===== config.mk =====
export PLATFORM = sky130hd
export DESIGN_NAME = one_mismatch_string_matcher_core
export DESIGN_NICKNAME = d
export VERILOG_FILES = /design/src/rtl/omm_pkg.sv /design/src/rtl/omm_cell.sv /design/src/rtl/omm_result.sv /design/src/rtl/one_mismatch_string_matcher_core.sv
export SDC_FILE = /design/constraint.sdc
export NUM_CORES = 1
export LEC_CHECK = 0
export BUFFER_PORTS_ARGS = -buffer_cell sky130_fd_sc_hd__buf_2
export CAP_MARGIN = 0
export CORE_ASPECT_RATIO = 1.25
export CORE_MARGIN = 2
export CORE_UTILIZATION = 35
export DETAILED_ROUTE_END_ITERATION = 6
export GPL_TIMING_DRIVEN = 0
export PLACE_DENSITY_LB_ADDON = 0.05
export SLEW_MARGIN = 20
export SYNTH_ARGS = -nofsm -noshare
export SYNTH_HDL_FRONTEND = slang
export SYNTH_SLANG_ARGS = --single-unit

===== constraint.sdc =====
create_clock -name aclk -period 17.3 [get_ports aclk]
set_input_delay 0.865 -clock aclk [delete_from_list [all_inputs] [get_ports aclk]]
set_output_delay 0.865 -clock aclk [all_outputs]
set_load 0.005 [all_outputs]

===== src/rtl/omm_pkg.sv =====
// ----------------------------------------------------------------------------
// omm_pkg
// Shared types, widths and helpers of the one-mismatch string matcher.
// ----------------------------------------------------------------------------
`timescale 1ns / 1ps

package omm_pkg;

    localparam int MAX_PATTERN = 64;
    localparam int IDX_W       = (MAX_PATTERN > 1) ? $clog2(MAX_PATTERN) : 1;
    localparam int LEN_W       = 7;
    localparam int SYM_W       = 8;
    localparam int PIDX_W      = 6;
    localparam int KIND_W      = 2;
    localparam int CNT_W       = 2;
    localparam int POS_W       = 32;

    localparam logic [CNT_W-1:0] CNT_SAT = 2'd2;
    localparam logic [POS_W-1:0] POS_MAX = '1;

    typedef enum logic [KIND_W-1:0] {
        KIND_LOAD    = 2'd0,
        KIND_TEXT    = 2'd1,
        KIND_RESTART = 2'd2
    } kind_t;

    // Control handed to every cell of the chain
    typedef struct packed {
        logic text;
        logic restart;
    } cell_ctl_t;

    // Item handed from the input decode to the result stage
    typedef struct packed {
        logic text;
        logic restart;
    } pend_t;

    function automatic logic [CNT_W-1:0] add_sat(input logic [CNT_W-1:0] count,
                                                 input logic diff);
        logic [CNT_W:0] sum;
        sum = {1'b0, count} + {{CNT_W{1'b0}}, diff};
        return (sum > {1'b0, CNT_SAT}) ? CNT_SAT : sum[CNT_W-1:0];
    endfunction

endpackage


===== src/rtl/omm_cell.sv =====
// ----------------------------------------------------------------------------
// omm_cell
// One alignment cell: a pattern byte and a saturating mismatch count that
// takes its neighbour's count and adds its own comparison.
// ----------------------------------------------------------------------------
`timescale 1ns / 1ps

module omm_cell
    import omm_pkg::*;
(
    input  logic             aclk,
    input  logic             aresetn,
    input  cell_ctl_t        ctl,
    input  logic             load_en,
    input  logic [SYM_W-1:0] symbol,
    input  logic [CNT_W-1:0] prev_count,
    output logic [CNT_W-1:0] count
);

    logic [SYM_W-1:0] pattern_reg;
    logic [CNT_W-1:0] count_reg;
    logic [CNT_W-1:0] count_next;

    always_ff @(posedge aclk) begin
        if (load_en) begin
            pattern_reg <= symbol;
        end
    end

    always_comb begin
        count_next = count_reg;
        if (ctl.restart) begin
            count_next = '0;
        end else if (ctl.text) begin
            count_next = add_sat(prev_count, symbol != pattern_reg);
        end
    end

    always_ff @(posedge aclk) begin
        if (!aresetn) begin
            count_reg <= '0;
        end else begin
            count_reg <= count_next;
        end
    end

    assign count = count_reg;

endmodule


===== src/rtl/omm_result.sv =====
// ----------------------------------------------------------------------------
// omm_result
// Result stage: judges the top cell of the window, keeps the match total
// and holds the result item in the output register.
// ----------------------------------------------------------------------------
`timescale 1ns / 1ps

module omm_result
    import omm_pkg::*;
(
    input  logic             aclk,
    input  logic             aresetn,
    input  pend_t            pend_in,
    output logic             adv,
    input  logic [CNT_W-1:0] top_count,
    input  logic [LEN_W-1:0] len,
    input  logic [POS_W-1:0] text_seen,
    output logic             m_valid,
    input  logic             m_ready,
    output logic [POS_W-1:0] start_position,
    output logic [POS_W-1:0] match_total
);

    pend_t            pend_reg;
    logic             m_valid_reg;
    logic [POS_W-1:0] start_reg;
    logic [POS_W-1:0] total_reg;
    logic [POS_W-1:0] matches_reg;
    logic [POS_W-1:0] matches_inc;
    logic             hit;

    assign adv = !m_valid_reg || m_ready;

    assign hit = pend_reg.text && (text_seen >= POS_W'(len)) && (top_count <= 2'd1);

    assign matches_inc = (matches_reg == POS_MAX) ? matches_reg : matches_reg + 1'b1;

    always_ff @(posedge aclk) begin
        if (!aresetn) begin
            pend_reg    <= '0;
            m_valid_reg <= 1'b0;
            matches_reg <= '0;
        end else if (adv) begin
            pend_reg    <= pend_in;
            m_valid_reg <= hit;
            if (pend_reg.restart) begin
                matches_reg <= '0;
            end else if (hit) begin
                matches_reg <= matches_inc;
            end
        end
    end

    // payload: no reset
    always_ff @(posedge aclk) begin
        if (adv && hit) begin
            start_reg <= text_seen - POS_W'(len) + 1'b1;
            total_reg <= matches_inc;
        end
    end

    assign m_valid        = m_valid_reg;
    assign start_position = start_reg;
    assign match_total    = total_reg;

endmodule


===== src/rtl/one_mismatch_string_matcher_core.sv =====
// ----------------------------------------------------------------------------
// one_mismatch_string_matcher_core
// A text item's result is registered first in the cell chain (counts and
//   pending flags), then in the output register of the result stage.
// Throughput: one item per cycle; every cell updates in parallel, and the
//   input stalls only while the output register holds an untaken result.
// Reset (aresetn low, synchronous): clears counts, text position, match count and the
//   pending/valid flags and sets pattern_length to 1; pattern bytes keep no reset.
// ----------------------------------------------------------------------------
`timescale 1ns / 1ps

module one_mismatch_string_matcher_core
    import omm_pkg::*;
(
    input  logic                 aclk,
    input  logic                 aresetn,

    // Configuration: pattern_length
    input  logic                 cfg_wr_en,
    input  logic [LEN_W-1:0]     cfg_wr_data,

    // Input items
    input  logic                 s_axis_tvalid,
    output logic                 s_axis_tready,
    input  logic [15:0]          s_axis_tdata,   // [7:0] symbol, [13:8] pattern_index, zero fill
    input  logic [KIND_W-1:0]    s_axis_tuser,   // [1:0] kind

    // Result items
    output logic                 m_axis_tvalid,
    input  logic                 m_axis_tready,
    output logic [2*POS_W-1:0]   m_axis_tdata    // [31:0] start_position, [63:32] match_total
);

    logic [LEN_W-1:0]  pattern_length_reg;
    logic [LEN_W-1:0]  len_eff;
    logic [IDX_W-1:0]  len_m1;

    logic [SYM_W-1:0]  symbol;
    logic [PIDX_W-1:0] pattern_index;
    logic              accept;
    logic              adv;

    logic              is_load;
    logic              is_text;
    logic              is_restart;

    cell_ctl_t         cell_ctl;
    pend_t             pend_in;

    logic [POS_W-1:0]  text_seen_reg;
    logic [POS_W-1:0]  text_seen_next;

    logic [CNT_W-1:0]  cnt [MAX_PATTERN];
    logic [CNT_W-1:0]  top_count;

    logic [POS_W-1:0]  start_position;
    logic [POS_W-1:0]  match_total;

    assign symbol        = s_axis_tdata[SYM_W-1:0];
    assign pattern_index = s_axis_tdata[SYM_W +: PIDX_W];

    // Accept whenever the result stage can advance
    assign s_axis_tready = adv;
    assign accept        = s_axis_tvalid && adv;

    // Decode the item kind; the unused code does nothing
    always_comb begin
        is_load    = 1'b0;
        is_text    = 1'b0;
        is_restart = 1'b0;
        unique case (s_axis_tuser)
            KIND_LOAD:    is_load    = accept;
            KIND_TEXT:    is_text    = accept;
            KIND_RESTART: is_restart = accept;
            default: ;
        endcase
    end

    assign cell_ctl.text    = is_text;
    assign cell_ctl.restart = is_restart;
    assign pend_in.text     = is_text;
    assign pend_in.restart  = is_restart;

    // Configuration register: the user must write it only while idle; the block does not enforce this
    always_ff @(posedge aclk) begin
        if (!aresetn) begin
            pattern_length_reg <= LEN_W'(1);
        end else if (cfg_wr_en) begin
            pattern_length_reg <= cfg_wr_data;
        end
    end

    // Clamp the length into 1..MAX_PATTERN
    always_comb begin
        if (pattern_length_reg == '0) begin
            len_eff = LEN_W'(1);
        end else if (pattern_length_reg > LEN_W'(MAX_PATTERN)) begin
            len_eff = LEN_W'(MAX_PATTERN);
        end else begin
            len_eff = pattern_length_reg;
        end
    end
    assign len_m1 = IDX_W'(len_eff - 1'b1);

    // Text position counter: saturate, clear on restart
    always_comb begin
        text_seen_next = text_seen_reg;
        if (is_restart) begin
            text_seen_next = '0;
        end else if (is_text && text_seen_reg != POS_MAX) begin
            text_seen_next = text_seen_reg + 1'b1;
        end
    end

    always_ff @(posedge aclk) begin
        if (!aresetn) begin
            text_seen_reg <= '0;
        end else begin
            text_seen_reg <= text_seen_next;
        end
    end

    // Chain of cells: cell j takes cell j-1's count, cell 0 starts from zero
    for (genvar j = 0; j < MAX_PATTERN; j++) begin : g_cell
        logic [CNT_W-1:0] prev_count;
        logic             load_en;

        if (j == 0) begin : g_first
            assign prev_count = '0;
        end else begin : g_rest
            assign prev_count = cnt[j-1];
        end

        assign load_en = is_load && (32'(pattern_index) == 32'(j));

        omm_cell u_cell (
            .aclk       (aclk),
            .aresetn    (aresetn),
            .ctl        (cell_ctl),
            .load_en    (load_en),
            .symbol     (symbol),
            .prev_count (prev_count),
            .count      (cnt[j])
        );
    end

    // Window end: the cell of the last pattern symbol in use
    assign top_count = cnt[len_m1];

    omm_result u_result (
        .aclk           (aclk),
        .aresetn        (aresetn),
        .pend_in        (pend_in),
        .adv            (adv),
        .top_count      (top_count),
        .len            (len_eff),
        .text_seen      (text_seen_reg),
        .m_valid        (m_axis_tvalid),
        .m_ready        (m_axis_tready),
        .start_position (start_position),
        .match_total    (match_total)
    );

    assign m_axis_tdata = {match_total, start_position};

    // ------------------------------------------------------------------------
    // Assertions
    // ------------------------------------------------------------------------
    a_restart_clears: assert property (@(posedge aclk) disable iff (!aresetn)
        is_restart |=> text_seen_reg == '0)
        else $error("text position not cleared after restart");

    a_text_counts: assert property (@(posedge aclk) disable iff (!aresetn)
        (is_text && text_seen_reg != POS_MAX) |=> text_seen_reg == $past(text_seen_reg) + 1'b1)
        else $error("text position did not advance");

    a_result_nonzero: assert property (@(posedge aclk) disable iff (!aresetn)
        m_axis_tvalid |-> (start_position != '0 && match_total != '0))
        else $error("result with zero position or total");

    a_stall_blocks_input: assert property (@(posedge aclk) disable iff (!aresetn)
        (m_axis_tvalid && !m_axis_tready) |-> !s_axis_tready)
        else $error("input taken while result stalled");

endmodule

==> impl_metrics.env <==
export IMPL_status="complete, but fails checks"
export IMPL_violations="design-rule violations"
export IMPL_overflow=0
export IMPL_synth_common_cells="576 x edfxtp_1, 525 x xor2_1, 211 x ha_1, 211 x nand2_1, 200 x dfxtp_1"
export IMPL_drc_errors=1
export IMPL_ys_ff_latch=776
export IMPL_syn_inst=3107
export IMPL_grt_antenna_before_repair=2
export IMPL_antenna_left=0
export IMPL_gp_congestion=0.7958
export IMPL_rsz0062_at_grt="false"
export IMPL_dr_pass1_iters=7
export IMPL_met2_length_microns=54720
export IMPL_design_area_sq_um=43040
export IMPL_avgSynthCellArea_sq_um=12.08
export IMPL_min_period_over_period=0.2964
export IMPL_cts_setup_buffers=0
export IMPL_min_path_type="in -> reg"
export IMPL_yosysWarnings=0
export IMPL_slew_violations=0
export IMPL_p_sw_mw=0.9918
export IMPL_die_w_microns=296.9
export IMPL_crit_path_end_kind="flip-flop"
export IMPL_power_frac_clock=0.451
export IMPL_multi_input_area_sq_um=14920
export IMPL_finalSetupViolCount=0
export IMPL_seqCellArea_sq_um=21300
export IMPL_syn_area_sq_um=37530
export IMPL_synth_edff_count=576
export IMPL_cp_max_fo=26
export IMPL_cts_sinks=776
export IMPL_place_area_sq_um=40090
export IMPL_combPwrFrac=0.073
export IMPL_drt_iter0_drc=1224
export IMPL_min_path_cells=3
export IMPL_max_stage_delay_ps=450
export IMPL_vias_per_cell=4.930
export IMPL_synth_top_area_share=0.4608
export IMPL_cts_made_buffers=86
export IMPL_crit_path_start_kind="flip-flop"
export IMPL_yosysTopAreaCell="edfxtp_1"
export IMPL_p_leak_nw=15.50
export IMPL_power_per_cell_area_nw_per_um2=98.94
export IMPL_wirelength_microns=103800
export IMPL_p_sw_frac=0.2329
export IMPL_num_io_pins=96
export IMPL_slew_headroom=0.1652
export IMPL_first_global_vias=24520
export IMPL_r2r_slack_ps=12170
export IMPL_finalSetupTns_ps=0
export IMPL_clock_fmax_ghz=0.1950
export IMPL_synth_top_cells_by_area="edfxtp_1 46%, xor2_1 12%, dfxtp_1 11%"
export IMPL_peakVddDrop_mv=0.06633
export IMPL_min_period_ps=5127
export IMPL_root_buffer="clkbuf_16"
export IMPL_min_to="pattern_length_reg[0]"
export IMPL_grt_first_pass_wirelength_microns=154100
export IMPL_crit_slowest_cell="nor2_4"
export IMPL_clk_pin_slew_ps=50
export IMPL_cts_max_level=3
export IMPL_ctsResizeCount=0
export IMPL_cts_tree="built"
export IMPL_rr_startpoint="pattern_length_reg[3]"
export IMPL_fp_dieH_microns=370.1
export IMPL_critPathArrivalTime_ps=5490
export IMPL_cap_violations=0
export IMPL_totalPowerFinal_mw=4.259
export IMPL_dr_max_layer_used="met5"
export IMPL_die_area_sq_um=109900
export IMPL_io_buffers=91
export IMPL_clk_insertion_delay_late_ps=690
export IMPL_vias=23650
export IMPL_r2r_cells=18
export IMPL_postSynth_asyncResetShare=0
export IMPL_path_common_cell="buf_6"
export IMPL_wl_met3_microns=3070
export IMPL_holdWs_ps=449.9
export IMPL_ys_flop_type="edfxtp_1"
export IMPL_drive_above_1_share=0.08192
export IMPL_post_dp_hpwl_microns=71310
export IMPL_rows=134
export IMPL_power_internal_mw=3.267
export IMPL_synth_distinct_cells=79
export IMPL_seq_area_frac_synth=0.5675
export IMPL_tightest_slew_ps=1243
export IMPL_path_cells="buf_2, nor3_2, a21o_1, buf_6, inv_4, ha_1, buf_2, xor2_4, buf_4, mux4_2, mux2i_1, mux2i_1, a221oi_2, o211ai_4, buf_6, buf_6, nor2_4, buf_12"
export IMPL_grt_total_usage=0.1875
export IMPL_syn_nets=3351
export IMPL_synth_most_common_cell="edfxtp_1"
export IMPL_grt_max_degree=48
export IMPL_coreArea_sq_um=106600
export IMPL_required_ps=17660
export IMPL_ctsHoldBuffers=0
export IMPL_r2r_end="u_result.start_position[2]"
export IMPL_start_util=0.3520
export IMPL_fillCellCount=10220
export IMPL_finClkSkew_ps=28.65
export IMPL_area_growth_pct=14.68
export IMPL_antenna_cells=0
export IMPL_hold_viol=0
export IMPL_clk_path_buf_depth=3
export IMPL_post_drt_wl_per_cell_microns=21.64
export IMPL_drt_met1_wl_microns=44000
export IMPL_p_seq_frac=0.476
export IMPL_min_delay_start="cfg_wr_data[0]"
export IMPL_setup_worst_path_class="reg -> reg"
export IMPL_fin_nets=3543
export IMPL_largest_reg_flops=512
-- layout make-up --
class,instances,area share
buffer,151,0.01456
clock buffer,116,0.05488
clock inverter,42,0.01340
inverter,187,0.01637
multi-input combinational,1993,0.3465
sequential,776,0.4949
tap,1428,0.04151
timing repair buffer,104,0.01788
-- layer usage --
metal | vias to the layer above | global-route usage
met5 | - | 0
met4 | 4 | 0.05332
met2 | 354 | 0.3529
met3 | 111 | 0.02404
li1 | 11420 | -
met1 | 11760 | 0.2221
-- how the worst max path moves through the flow --
stage | slack (ps) | end | cells after the start | start
2_1_floorplan | 10990 | u_result.match_total[0] | 16 | pattern_length_reg[2]
3_3_place_gp | 8710 | u_result.start_position[0] | 16 | pattern_length_reg[5]
3_5_place_dp | 12070 | u_result.start_position[0] | 16 | pattern_length_reg[3]
4_1_cts | 12050 | u_result.start_position[2] | 17 | pattern_length_reg[5]
5_1_grt | 11860 | u_result.start_position[3] | 17 | pattern_length_reg[3]
6_report | 12170 | u_result.start_position[2] | 18 | pattern_length_reg[3]
-- stage by stage --
step                cells  setup slack (ps)  utilization
floorplan            3107             10990            -
global placement     4626              8711       0.3730
detailed placement   4638             12070       0.3760
CTS                  4796             12050       0.4035
global route         4797             11860       0.4037
finish               4797             12170       0.4037
-- cells by family after synthesis --
family | after synthesis | synth area share
buffers and inverters | 338 | 0.03544
AO/OA/AOI/OAI | 275 | 0.04981
AND/OR/NAND/NOR | 865 | 0.1217
XOR/XNOR | 598 | 0.1400
adder cells (fa/ha/maj) | 214 | 0.07194
flip-flops | 776 | 0.5675
multiplexers | 41 | 0.01353
-- critical path, delay by kind of cell, from the launching register on --
kind	cells	cell delay, ps
AND/OR/NAND/NOR	2	740
buffers and inverters	8	1610
XOR/XNOR	1	330
adder cells (fa/ha/maj)	1	190
multiplexers	3	790
flip-flops	1	290
AO/OA/AOI/OAI	3	800
-- power by group through the flow --
stage / logic [mW] / clock network, mW / registers, mW
floorplan: 0.195 / 0 / 2.06
global placement: 0.307 / 0 / 2.07
detailed placement: 0.318 / 0 / 2.07
CTS: 0.320 / 1.98 / 2.03
global route: 0.347 / 2.05 / 2.03
finish: 0.311 / 1.92 / 2.03
-- placed cells by master (no fill, tap or decap), drive strengths merged, types with 7 or more instances in the layout --
cell | netlist | final
nor3 | 35 | 35
nand4 | 22 | 22
dfxtp | 200 | 200
and4b | 17 | 17
and2 | 7 | 7
clkbuf | 112 | 228
edfxtp | 576 | 576
nand3 | 117 | 117
mux4 | 7 | 7
nand2b | 14 | 14
clkinv | 0 | 21
and3b | 8 | 8
nand3b | 8 | 8
inv | 187 | 191
or3 | 7 | 7
nand2 | 211 | 211
nor2b | 18 | 18
nor3b | 66 | 66
mux2i | 26 | 26
bufinv | 0 | 12
o21ai | 18 | 18
a211o | 19 | 19
o211ai | 16 | 16
ha | 211 | 211
nor2 | 151 | 151
xnor2 | 72 | 72
a21oi | 100 | 100
and3 | 32 | 32
buf | 39 | 143
nor4 | 133 | 133
a211oi | 63 | 63
mux2 | 8 | 8
xor2 | 526 | 526
Power figures use the tool's default switching activity.
